===== src/sv/eatst_pkg.sv =====
// ---------------------------------------------------------------------------
// eatst_pkg: shared types and constants for the encoder angle/turns tracker
// Holds the item structs, the action codes, register indexes and defaults.
// ---------------------------------------------------------------------------
`default_nettype none

package eatst_pkg;

  // Default angle resolution in bits; one turn is 2**ANGLE_BITS counts.
  localparam int ANGLE_BITS_DEF = 12;

  localparam int RAW_W   = 16;
  localparam int MECH_W  = 12;
  localparam int ELEC_W  = 18;
  localparam int TURNS_W = 32;
  localparam int SPEED_W = 32;
  localparam int PP_W    = 7;
  localparam int GAIN_W  = 16;
  localparam int CFG_IDX_W = 1;
  localparam int CFG_DATA_W = 16;

  localparam logic [PP_W-1:0]   PP_RESET   = 7'd7;
  localparam logic [GAIN_W-1:0] GAIN_RESET = 16'd256;

  localparam logic [CFG_IDX_W-1:0] REG_POLE_PAIRS = 1'd0;
  localparam logic [CFG_IDX_W-1:0] REG_SPEED_GAIN = 1'd1;

  typedef enum logic [1:0] {
    ACT_SAMPLE = 2'd0,
    ACT_TICK   = 2'd1,
    ACT_ZERO   = 2'd2,
    ACT_IDLE   = 2'd3
  } action_t;

  typedef struct packed {
    action_t            action;
    logic [RAW_W-1:0]   raw_word;
  } in_item_t;

  typedef struct packed {
    logic [MECH_W-1:0]         mech_angle;
    logic [ELEC_W-1:0]         elec_angle;
    logic signed [TURNS_W-1:0] turn_count;
    logic signed [SPEED_W-1:0] speed;
  } out_item_t;

  // Load strobes for the two registered stages of the scaling unit.
  typedef struct packed {
    logic ld_mul;
    logic ld_out;
  } pipe_ctl_t;

endpackage

`default_nettype wire


===== src/sv/eatst_core.sv =====
// ---------------------------------------------------------------------------
// eatst_core: angle extraction, turn unwrap and tick bookkeeping
// Owns the tracker state and registers the per-item angle, turns and delta.
// ---------------------------------------------------------------------------
`default_nettype none

module eatst_core #(
  parameter int ANGLE_BITS = eatst_pkg::ANGLE_BITS_DEF,
  parameter int DW         = ANGLE_BITS + 33
) (
  input  wire logic                           clk,
  input  wire logic                           rst_n,
  input  wire logic                           en,
  input  wire eatst_pkg::action_t             action,
  input  wire logic [eatst_pkg::RAW_W-1:0]    raw_word,
  output logic [ANGLE_BITS-1:0]               angle_o,
  output logic [eatst_pkg::TURNS_W-1:0]       turns_o,
  output logic signed [DW-1:0]                delta_o
);
  import eatst_pkg::*;

  localparam int AB = ANGLE_BITS;

  logic [RAW_W-1:0]   held_r, held_nxt;
  logic [AB-1:0]      offset_r, offset_nxt;
  logic [AB-1:0]      prev_r, prev_nxt;
  logic [TURNS_W-1:0] turns_r, turns_nxt;
  logic [AB-1:0]      tprev_angle_r, tprev_angle_nxt;
  logic [TURNS_W-1:0] tprev_turns_r, tprev_turns_nxt;

  logic [AB-1:0]      angle_r, angle_nxt;
  logic [TURNS_W-1:0] tout_r, tout_nxt;
  logic signed [DW-1:0] delta_r, delta_nxt;

  logic [RAW_W-1:0]   word;
  logic [AB-1:0]      raw_angle;
  logic [AB-1:0]      mech;
  logic signed [AB:0] d;
  logic [AB:0]        d_neg;
  logic [AB-1:0]      mag;
  logic [AB+2:0]      mag5;
  logic               wrap;
  logic [TURNS_W-1:0] turns_smp;
  logic [TURNS_W-1:0] dt;
  logic signed [AB:0] da;

  // A zero word means the encoder gave nothing; reuse the last good word.
  assign word      = (raw_word != '0) ? raw_word : held_r;
  assign raw_angle = word[RAW_W-1 -: AB];

  assign mech  = raw_angle - offset_r;
  assign d     = $signed({1'b0, mech}) - $signed({1'b0, prev_r});
  assign d_neg = -d;
  assign mag   = d[AB] ? d_neg[AB-1:0] : d[AB-1:0];
  assign mag5  = (AB+3)'({mag, 2'b00}) + (AB+3)'(mag);
  // A jump of more than 0.8 turn is taken as a wrap through zero.
  assign wrap  = mag5 > ((AB+3)'(1) << (AB+2));

  always_comb begin
    turns_smp = turns_r;
    if (wrap) begin
      turns_smp = d[AB] ? (turns_r + 32'd1) : (turns_r - 32'd1);
    end
  end

  assign dt = turns_r - tprev_turns_r;
  assign da = $signed({1'b0, prev_r}) - $signed({1'b0, tprev_angle_r});

  always_comb begin
    held_nxt        = held_r;
    offset_nxt      = offset_r;
    prev_nxt        = prev_r;
    turns_nxt       = turns_r;
    tprev_angle_nxt = tprev_angle_r;
    tprev_turns_nxt = tprev_turns_r;
    angle_nxt       = prev_r;
    tout_nxt        = turns_r;
    delta_nxt       = '0;
    unique case (action)
      ACT_SAMPLE: begin
        held_nxt  = word;
        prev_nxt  = mech;
        turns_nxt = turns_smp;
        angle_nxt = mech;
        tout_nxt  = turns_smp;
      end
      ACT_TICK: begin
        tprev_angle_nxt = prev_r;
        tprev_turns_nxt = turns_r;
        delta_nxt = DW'($signed({dt, {AB{1'b0}}})) + DW'(da);
      end
      ACT_ZERO: begin
        held_nxt   = word;
        offset_nxt = raw_angle;
        angle_nxt  = '0;
      end
      default: begin
      end
    endcase
  end

  always_ff @(posedge clk) begin
    if (!rst_n) begin
      held_r        <= '0;
      offset_r      <= '0;
      prev_r        <= '0;
      turns_r       <= '0;
      tprev_angle_r <= '0;
      tprev_turns_r <= '0;
    end else if (en) begin
      held_r        <= held_nxt;
      offset_r      <= offset_nxt;
      prev_r        <= prev_nxt;
      turns_r       <= turns_nxt;
      tprev_angle_r <= tprev_angle_nxt;
      tprev_turns_r <= tprev_turns_nxt;
    end
  end

  always_ff @(posedge clk) begin
    if (en) begin
      angle_r <= angle_nxt;
      tout_r  <= tout_nxt;
      delta_r <= delta_nxt;
    end
  end

  assign angle_o = angle_r;
  assign turns_o = tout_r;
  assign delta_o = delta_r;

endmodule

`default_nettype wire


===== src/sv/eatst_scale.sv =====
// ---------------------------------------------------------------------------
// eatst_scale: electrical angle product and speed scaling with saturation
// Two registered stages: partial products, then combine, shift, saturate.
// ---------------------------------------------------------------------------
`default_nettype none

module eatst_scale #(
  parameter int ANGLE_BITS = eatst_pkg::ANGLE_BITS_DEF,
  parameter int DW         = ANGLE_BITS + 33
) (
  input  wire logic                               clk,
  input  wire eatst_pkg::pipe_ctl_t               ctl,
  input  wire logic [ANGLE_BITS-1:0]              angle_i,
  input  wire logic signed [DW-1:0]               delta_i,
  input  wire logic [eatst_pkg::PP_W-1:0]         pole_pairs,
  input  wire logic [eatst_pkg::GAIN_W-1:0]       speed_gain,
  output logic [eatst_pkg::ELEC_W-1:0]            elec_o,
  output logic signed [eatst_pkg::SPEED_W-1:0]    speed_o
);
  import eatst_pkg::*;

  localparam int EW = ANGLE_BITS + PP_W;
  localparam int PW = (EW > ELEC_W) ? EW : ELEC_W;
  localparam int LW = 24;              // low slice of the delta
  localparam int HW = DW - LW + GAIN_W + 1;
  localparam int XW = DW + GAIN_W + 1;
  localparam logic signed [XW-1:0] SAT_MAX = XW'(32'sh7FFF_FFFF);
  localparam logic signed [XW-1:0] SAT_MIN = XW'(32'sh8000_0000);

  logic [PW-1:0]           elec_prod;
  logic signed [HW-1:0]    ph;
  logic [LW+GAIN_W-1:0]    pl;
  logic [ELEC_W-1:0]       elec2_r;
  logic signed [HW-1:0]    ph_r;
  logic [LW+GAIN_W-1:0]    pl_r;
  logic signed [XW-1:0]    x;
  logic signed [XW-1:0]    q;
  logic signed [SPEED_W-1:0] sat;
  logic [ELEC_W-1:0]       elec3_r;
  logic signed [SPEED_W-1:0] speed_r;

  assign elec_prod = PW'(angle_i) * PW'(pole_pairs);

  // The delta is split so that each product stays a modest width.
  assign ph = HW'($signed(delta_i[DW-1:LW])) * HW'($signed({1'b0, speed_gain}));
  assign pl = (LW+GAIN_W)'(delta_i[LW-1:0]) * (LW+GAIN_W)'(speed_gain);

  always_ff @(posedge clk) begin
    if (ctl.ld_mul) begin
      elec2_r <= elec_prod[ELEC_W-1:0];
      ph_r    <= ph;
      pl_r    <= pl;
    end
  end

  assign x = (XW'(ph_r) <<< LW) + $signed(XW'(pl_r));
  assign q = x >>> 8;

  always_comb begin
    if (q > SAT_MAX) begin
      sat = SAT_MAX[SPEED_W-1:0];
    end else if (q < SAT_MIN) begin
      sat = SAT_MIN[SPEED_W-1:0];
    end else begin
      sat = q[SPEED_W-1:0];
    end
  end

  always_ff @(posedge clk) begin
    if (ctl.ld_out) begin
      elec3_r <= elec2_r;
      speed_r <= sat;
    end
  end

  assign elec_o  = elec3_r;
  assign speed_o = speed_r;

endmodule

`default_nettype wire


===== src/sv/encoder_angle_turns_speed_tracker.sv =====
// ---------------------------------------------------------------------------
// encoder_angle_turns_speed_tracker: multiturn encoder angle and speed
// Top level: input register, pipeline control, configuration registers.
// ---------------------------------------------------------------------------
// Usage. Each input item carries an action and a raw 16-bit encoder word.
// An angle sample returns the offset-corrected mechanical angle, the
// electrical angle and the signed turn count; a speed tick returns the
// scaled angle change since the previous tick; a zero capture stores the
// current angle as the zero offset. Every item gives exactly one result.
// Both channels are valid/ready; an item moves on a cycle where both are
// high. The configuration port is a plain write port (cfg_we, cfg_index,
// cfg_wdata); the user must write it only while the block holds no items;
// the block itself does not enforce this. A result reaches out_valid
// through the input register, the tracker stage, the multiply stage and
// the output register. The state update happens in the tracker stage, so
// one item per cycle is sustained while out_ready stays high.
// When the receiver stalls, results back up stage by stage; in_ready drops
// only once all four stages hold items. Reset clears the tracker state,
// empties the pipeline and restores pole_pairs to 7 and speed_gain to 256.
// ---------------------------------------------------------------------------
`default_nettype none

module encoder_angle_turns_speed_tracker #(
  parameter int ANGLE_BITS = eatst_pkg::ANGLE_BITS_DEF
) (
  input  wire logic                              clk,
  input  wire logic                              rst_n,
  input  wire logic                              in_valid,
  output logic                                   in_ready,
  input  wire eatst_pkg::in_item_t               in_data,
  output logic                                   out_valid,
  input  wire logic                              out_ready,
  output eatst_pkg::out_item_t                   out_data,
  input  wire logic                              cfg_we,
  input  wire logic [eatst_pkg::CFG_IDX_W-1:0]   cfg_index,
  input  wire logic [eatst_pkg::CFG_DATA_W-1:0]  cfg_wdata
);
  import eatst_pkg::*;

  // Width of the signed tick delta: turns times resolution plus angle step.
  localparam int DW = ANGLE_BITS + 33;
  localparam int AW = (ANGLE_BITS > MECH_W) ? ANGLE_BITS : MECH_W;

  // Stage valids: 0 input register, 1 tracker, 2 multiply, 3 output.
  logic v0_r, v1_r, v2_r, v3_r;
  logic v0_nxt, v1_nxt, v2_nxt, v3_nxt;
  logic rdy0, rdy1, rdy2, rdy3;
  logic in_fire, mv01, mv12, mv23;

  in_item_t in_r;

  logic [PP_W-1:0]   pole_pairs_r;
  logic [GAIN_W-1:0] speed_gain_r;

  logic [ANGLE_BITS-1:0]  angle1;
  logic [TURNS_W-1:0]     turns1;
  logic signed [DW-1:0]   delta1;
  logic [AW-1:0]          angle1_ext;

  logic [MECH_W-1:0]  mech2_r, mech3_r;
  logic [TURNS_W-1:0] turns2_r, turns3_r;

  logic [ELEC_W-1:0]         elec3;
  logic signed [SPEED_W-1:0] speed3;
  pipe_ctl_t                 scale_ctl;

  // Each stage can take a new item when it is empty or its item leaves.
  assign rdy3 = !v3_r || out_ready;
  assign rdy2 = !v2_r || rdy3;
  assign rdy1 = !v1_r || rdy2;
  assign rdy0 = !v0_r || rdy1;

  assign in_ready = rdy0;
  assign in_fire  = in_valid && rdy0;
  assign mv01     = v0_r && rdy1;
  assign mv12     = v1_r && rdy2;
  assign mv23     = v2_r && rdy3;

  always_comb begin
    v0_nxt = in_fire ? 1'b1 : (mv01 ? 1'b0 : v0_r);
    v1_nxt = mv01 ? 1'b1 : (mv12 ? 1'b0 : v1_r);
    v2_nxt = mv12 ? 1'b1 : (mv23 ? 1'b0 : v2_r);
    v3_nxt = mv23 ? 1'b1 : (out_ready ? 1'b0 : v3_r);
  end

  always_ff @(posedge clk) begin
    if (!rst_n) begin
      v0_r <= 1'b0;
      v1_r <= 1'b0;
      v2_r <= 1'b0;
      v3_r <= 1'b0;
    end else begin
      v0_r <= v0_nxt;
      v1_r <= v1_nxt;
      v2_r <= v2_nxt;
      v3_r <= v3_nxt;
    end
  end

  always_ff @(posedge clk) begin
    if (in_fire) begin
      in_r <= in_data;
    end
  end

  // Config registers: user writes only while the pipeline is empty, unchecked.
  always_ff @(posedge clk) begin
    if (!rst_n) begin
      pole_pairs_r <= PP_RESET;
      speed_gain_r <= GAIN_RESET;
    end else if (cfg_we) begin
      unique case (cfg_index)
        REG_POLE_PAIRS: pole_pairs_r <= cfg_wdata[PP_W-1:0];
        REG_SPEED_GAIN: speed_gain_r <= cfg_wdata[GAIN_W-1:0];
        default: begin
        end
      endcase
    end
  end

  // The tracker stage updates the state as the item leaves the input register.
  eatst_core #(
    .ANGLE_BITS (ANGLE_BITS),
    .DW         (DW)
  ) u_core (
    .clk      (clk),
    .rst_n    (rst_n),
    .en       (mv01),
    .action   (in_r.action),
    .raw_word (in_r.raw_word),
    .angle_o  (angle1),
    .turns_o  (turns1),
    .delta_o  (delta1)
  );

  assign scale_ctl.ld_mul = mv12;
  assign scale_ctl.ld_out = mv23;

  eatst_scale #(
    .ANGLE_BITS (ANGLE_BITS),
    .DW         (DW)
  ) u_scale (
    .clk        (clk),
    .ctl        (scale_ctl),
    .angle_i    (angle1),
    .delta_i    (delta1),
    .pole_pairs (pole_pairs_r),
    .speed_gain (speed_gain_r),
    .elec_o     (elec3),
    .speed_o    (speed3)
  );

  // The reported mechanical angle keeps the low twelve bits of the angle.
  assign angle1_ext = AW'(angle1);

  always_ff @(posedge clk) begin
    if (mv12) begin
      mech2_r  <= angle1_ext[MECH_W-1:0];
      turns2_r <= turns1;
    end
    if (mv23) begin
      mech3_r  <= mech2_r;
      turns3_r <= turns2_r;
    end
  end

  assign out_valid           = v3_r;
  assign out_data.mech_angle = mech3_r;
  assign out_data.elec_angle = elec3;
  assign out_data.turn_count = $signed(turns3_r);
  assign out_data.speed      = speed3;

  // Input back-pressure only ever comes from a stalled, full pipeline.
  a_ready_only_when_full: assert property (@(posedge clk) disable iff (!rst_n)
    !in_ready |-> (v0_r && v1_r && v2_r && v3_r && !out_ready))
    else $error("in_ready low while the pipeline has room");

  // An item never sits behind an empty stage.
  a_stage0_advances: assert property (@(posedge clk) disable iff (!rst_n)
    (v0_r && !v1_r) |=> v1_r)
    else $error("input register item did not advance into an empty stage");

  a_stage1_advances: assert property (@(posedge clk) disable iff (!rst_n)
    (v1_r && !v2_r) |=> v2_r)
    else $error("tracker stage item did not advance into an empty stage");

endmodule

`default_nettype wire

===== config.mk =====
export PLATFORM = sky130hd
export DESIGN_NAME = encoder_angle_turns_speed_tracker
export DESIGN_NICKNAME = d
export VERILOG_FILES = /design/src/sv/eatst_pkg.sv /design/src/sv/eatst_core.sv /design/src/sv/eatst_scale.sv /design/src/sv/encoder_angle_turns_speed_tracker.sv
export SDC_FILE = /design/constraint.sdc
export NUM_CORES = 2
export LEC_CHECK = 0
export ABC_CLOCK_PERIOD_IN_PS = 8900
export BUFFER_PORTS_ARGS = -buffer_cell sky130_fd_sc_hd__buf_2
export CAP_MARGIN = 20
export CORE_ASPECT_RATIO = 0.75
export CORE_MARGIN = 10
export CORE_UTILIZATION = 50
export DETAILED_ROUTE_END_ITERATION = 10
export GPL_TIMING_DRIVEN = 0
export HOLD_SLACK_MARGIN = 0.15
export PLACE_DENSITY_LB_ADDON = 0.25
export SYNTH_ARGS = -nofsm -noshare
export SYNTH_HDL_FRONTEND = slang
export SYNTH_SLANG_ARGS = --single-unit

===== constraint.sdc =====
create_clock -name clk -period 8.9 [get_ports clk]
set_clock_uncertainty 0.05 [all_clocks]
set_input_delay 1.78 -clock clk [delete_from_list [all_inputs] [get_ports clk]]
set_output_delay 1.78 -clock clk [all_outputs]
set_load 0.01 [all_outputs]

==> results.cfg <==
[synth]
yosysSeqAreaShare_pct = 25.3
synth_enable_flop_cells = 333
ys_async_sr_fraction_pct = 0
count_of_distinct_cell_types_in_the_synthesized_netlist = 83
ys_ff_latch = 472
synthCells = 5286
netlist_area_sq_mm = 0.0505
synthesis.yosys.warnings = 0
synth_flop_cell = sky130_fd_sc_hd__edfxtp_1
synth.net_count = 6415
syn_avg_cell_area_sq_um = 9.56

[clock_network]
cts.hold.buffers_added = 0
cts.htree.levels = 2
cts_tree = yes
maximum_buffer_depth_of_the_clock_tree = 3
clk-insertion-delay-late_ns = 0.65
tritoncts.num_buffers = 50
cts.clk_slew.worst_paths_ns = 0.06
clock_sinks = 472
clockRootBuffer = sky130_fd_sc_hd__clkbuf_16

[sta]
hold_ws_ns = 0.367
post-route-worst-setup-slack_ns = 0.344
final.setup.tns_ns = 0
finalSetupViolCount = 0
layout_min_cycle_time_ns = 8.56
fmax_ghz = 0.117
post-route-period-util_pct = 96.1
hold_viol = 0
timing_max_transition_violations_final = 0
slew-limit-headroom_pct = 22.2
tightest_slew_ns = 1.17

[finish]
area_growth_pct = 8.78
share_of_post_route_cells_with_drive_strength_above_1_pct = 5.24
mostFrequentLayoutCell = sky130_fd_sc_hd__inv_1
instances_no_fill = 6868
layout.cells.most_common_list = 877 x sky130_fd_sc_hd__inv_1, 780 x sky130_fd_sc_hd__nand2_1, 695 x sky130_fd_sc_hd__fa_1, 392 x sky130_fd_sc_hd__ha_1, 333 x sky130_fd_sc_hd__edfxtp_1
stdcell_area_sq_mm = 0.0549
nets = 6623

[drt]
viasPerCell = 5.50
vias = 37800
detail_route.drc_violations = 0
detail-route-antenna-nets = 0
postRouteWirelength_mm = 131
drtPass1Iterations = 6
route.detailed.wl_per_inst_microns = 19.1
first_iter_violations = 3112

[critical_path]
worst-endpoint-required_ns = 9.25
worstPathMaxFanout = 11
crit_slowest_cell = sky130_fd_sc_hd__clkbuf_1
worstSetupEndpointType = flip-flop
crit_path_class = flip-flop to flip-flop
critical_path.n_buffers_inverters = 5
critPathMostFrequentCell = sky130_fd_sc_hd__fa_1
r2r_setup_slack_ns = 0.34
crit_path_max_cell_delay_ns = 0.77
critical_path.cell_chain = clkbuf_1, clkbuf_1, nand2_1, fa_1, fa_1, fa_1, inv_1, fa_1, inv_1, fa_1, inv_1, fa_1, ha_1, a211o_1, a21oi_1, nand2_1, a21oi_1, o21ai_1, a21oi_1, o21ai_1, nor4_1, nor3_1, xnor2_1
critPathLaunchType = flip-flop
cpLargestDelayFamily = adder cells
wp_data_arrival_ns = 8.90

[power_and_ir_drop]
power.density_cell_area_mw_per_mm2 = 211
power.static_leakage_nw = 24.4
irDropWorstVdd_uv = 186

[placed_design]
detailedPlacementHpwl_mm = 108
buffer_ports.inserted = 135
detailedPlace.worstSlack_ns = -1.92
placedCellCount = 6759
gp_routability_congestion = 0.956
postPlaceCellArea_sq_mm = 0.0531

[grt]
antenna_found_initial = 8
grt_max_degree = 59
first_global_vias = 37800
grt_overflow_total = 0
wire_length_of_the_first_global_routing_pass_mm = 211
globalRouteTotalUtil_pct = 23.1

[job]
max-cap-violations = 0

[run_status]
status = completed

[die]
initial_core_util_pct = 50.7
core.rowCount = 100
core-area_sq_mm = 0.0997
die-area_sq_mm = 0.114
boundaryPins = 136
die_height_microns = 295
die_x_microns = 387

[hold_path]
timing.hold.worst.class = flip-flop to flip-flop
==> synthesized netlist by cell type (30+ instances only) <==
| cell | number | area (sq um) |
|---|---|---|
| sky130_fd_sc_hd__nor3_1 | 65 | 325 |
| sky130_fd_sc_hd__a211oi_1 | 54 | 405 |
| sky130_fd_sc_hd__nand2_1 | 780 | 2930 |
| sky130_fd_sc_hd__xnor2_1 | 153 | 1340 |
| sky130_fd_sc_hd__and2_1 | 289 | 1810 |
| sky130_fd_sc_hd__a21o_1 | 106 | 796 |
| sky130_fd_sc_hd__fa_1 | 696 | 13900 |
| sky130_fd_sc_hd__o21ai_1 | 30 | 150 |
| sky130_fd_sc_hd__xor2_1 | 52 | 455 |
| sky130_fd_sc_hd__ha_1 | 393 | 4920 |
| sky130_fd_sc_hd__o21ai_0 | 109 | 546 |
| sky130_fd_sc_hd__o21bai_1 | 30 | 225 |
| sky130_fd_sc_hd__nand3_1 | 68 | 340 |
| sky130_fd_sc_hd__clkbuf_1 | 191 | 717 |
| sky130_fd_sc_hd__edfxtp_1 | 333 | 10000 |
| sky130_fd_sc_hd__a21oi_1 | 291 | 1460 |
| sky130_fd_sc_hd__nor2_1 | 195 | 732 |
| sky130_fd_sc_hd__dfxtp_1 | 139 | 2780 |
| sky130_fd_sc_hd__nor2b_1 | 33 | 206 |
| sky130_fd_sc_hd__o21a_1 | 45 | 338 |
| sky130_fd_sc_hd__inv_1 | 878 | 3300 |
==> repair_timing <==
item / CTS / global route
setup endpoints to repair: 64 / 64
pin swaps: 4 / 11
resized for setup: 19 / 13
setup buffers: 5 / 5
==> worst paths after layout <==
path | start | to | cells after the start
worst min-delay path | turns2_r[30]$_DFFE_PP_ | turns3_r[30]$_DFFE_PP_ | 0
worst max register to register | speed_gain_r[8]$_SDFFE_PN1P_ | u_scale.pl_r[39]$_DFFE_PP_ | 23
worst max-delay path | speed_gain_r[8]$_SDFFE_PN1P_ | u_scale.pl_r[39]$_DFFE_PP_ | 23
worst min register to register | turns2_r[30]$_DFFE_PP_ | turns3_r[30]$_DFFE_PP_ | 0
==> layer usage <==
layer / track usage [%] / share of wire (%)
met5: 0 / 0.018
met4: 5.28 / 2.3
met3: 5.27 / 9.5
met2: 34.1 / 42
met1: 34.4 / 47
==> cell type report <==
cell class / count / area (sq um)
Clock inverter: 27 / 278
Inverter: 879 / 3310
Multi-Input combinational cell: 3731 / 33700
Buffer: 203 / 817
Tap cell: 1326 / 1660
Sequential cell: 472 / 12800
Antenna cell: 6 / 15.0
Timing Repair Buffer: 157 / 983
Fill cell: 8893 / 44800
Clock buffer: 67 / 1370
==> kinds of logic (layout without fill, tap and decap cells) <==
kind of cell / Yosys count / after routing / synth area share [%]
simple gates: 1589 / 1589 / 14.7
fa+ha+maj: 1089 / 1089 / 37.3
buf+inv: 1083 / 1333 / 8.15
compound gates: 812 / 812 / 10.2
flops: 472 / 472 / 25.3
xor+xnor: 205 / 205 / 3.55
mux: 36 / 36 / 0.783
other cells: 0 / 6 / 0
==> registers in the layout, indices dropped and copies added (netlist names), 16 cells and up <==
register / flops
turns3_r: 32
u_core.turns_r: 32
u_scale.elec2_r: 18
u_scale.elec_o: 18
u_scale.ph_r: 38
turns2_r: 32
u_scale.pl_r: 32
u_core.tprev_turns_r: 32
in_r: 18
u_core.delta_o: 45
u_core.turns_o: 32
speed_gain_r: 16
u_scale.speed_o: 32
==> power by group <==
part | internal (mW) | switching [mW] | total [mW]
Clock | 1.18 | 0.947 | 2.12
Sequential | 2.72 | 0.174 | 2.90
Combinational | 2.75 | 3.84 | 6.59
==> through the flow <==
stage,utilization [%],power [mW]
5_1_grt,55.1,12.6
2_1_floorplan,-,7.88
6_report,55.1,11.6
4_1_cts,55.0,11.6
3_3_place_gp,53.0,9.24
3_5_place_dp,53.3,9.37
(Power assumes the default switching activity.)
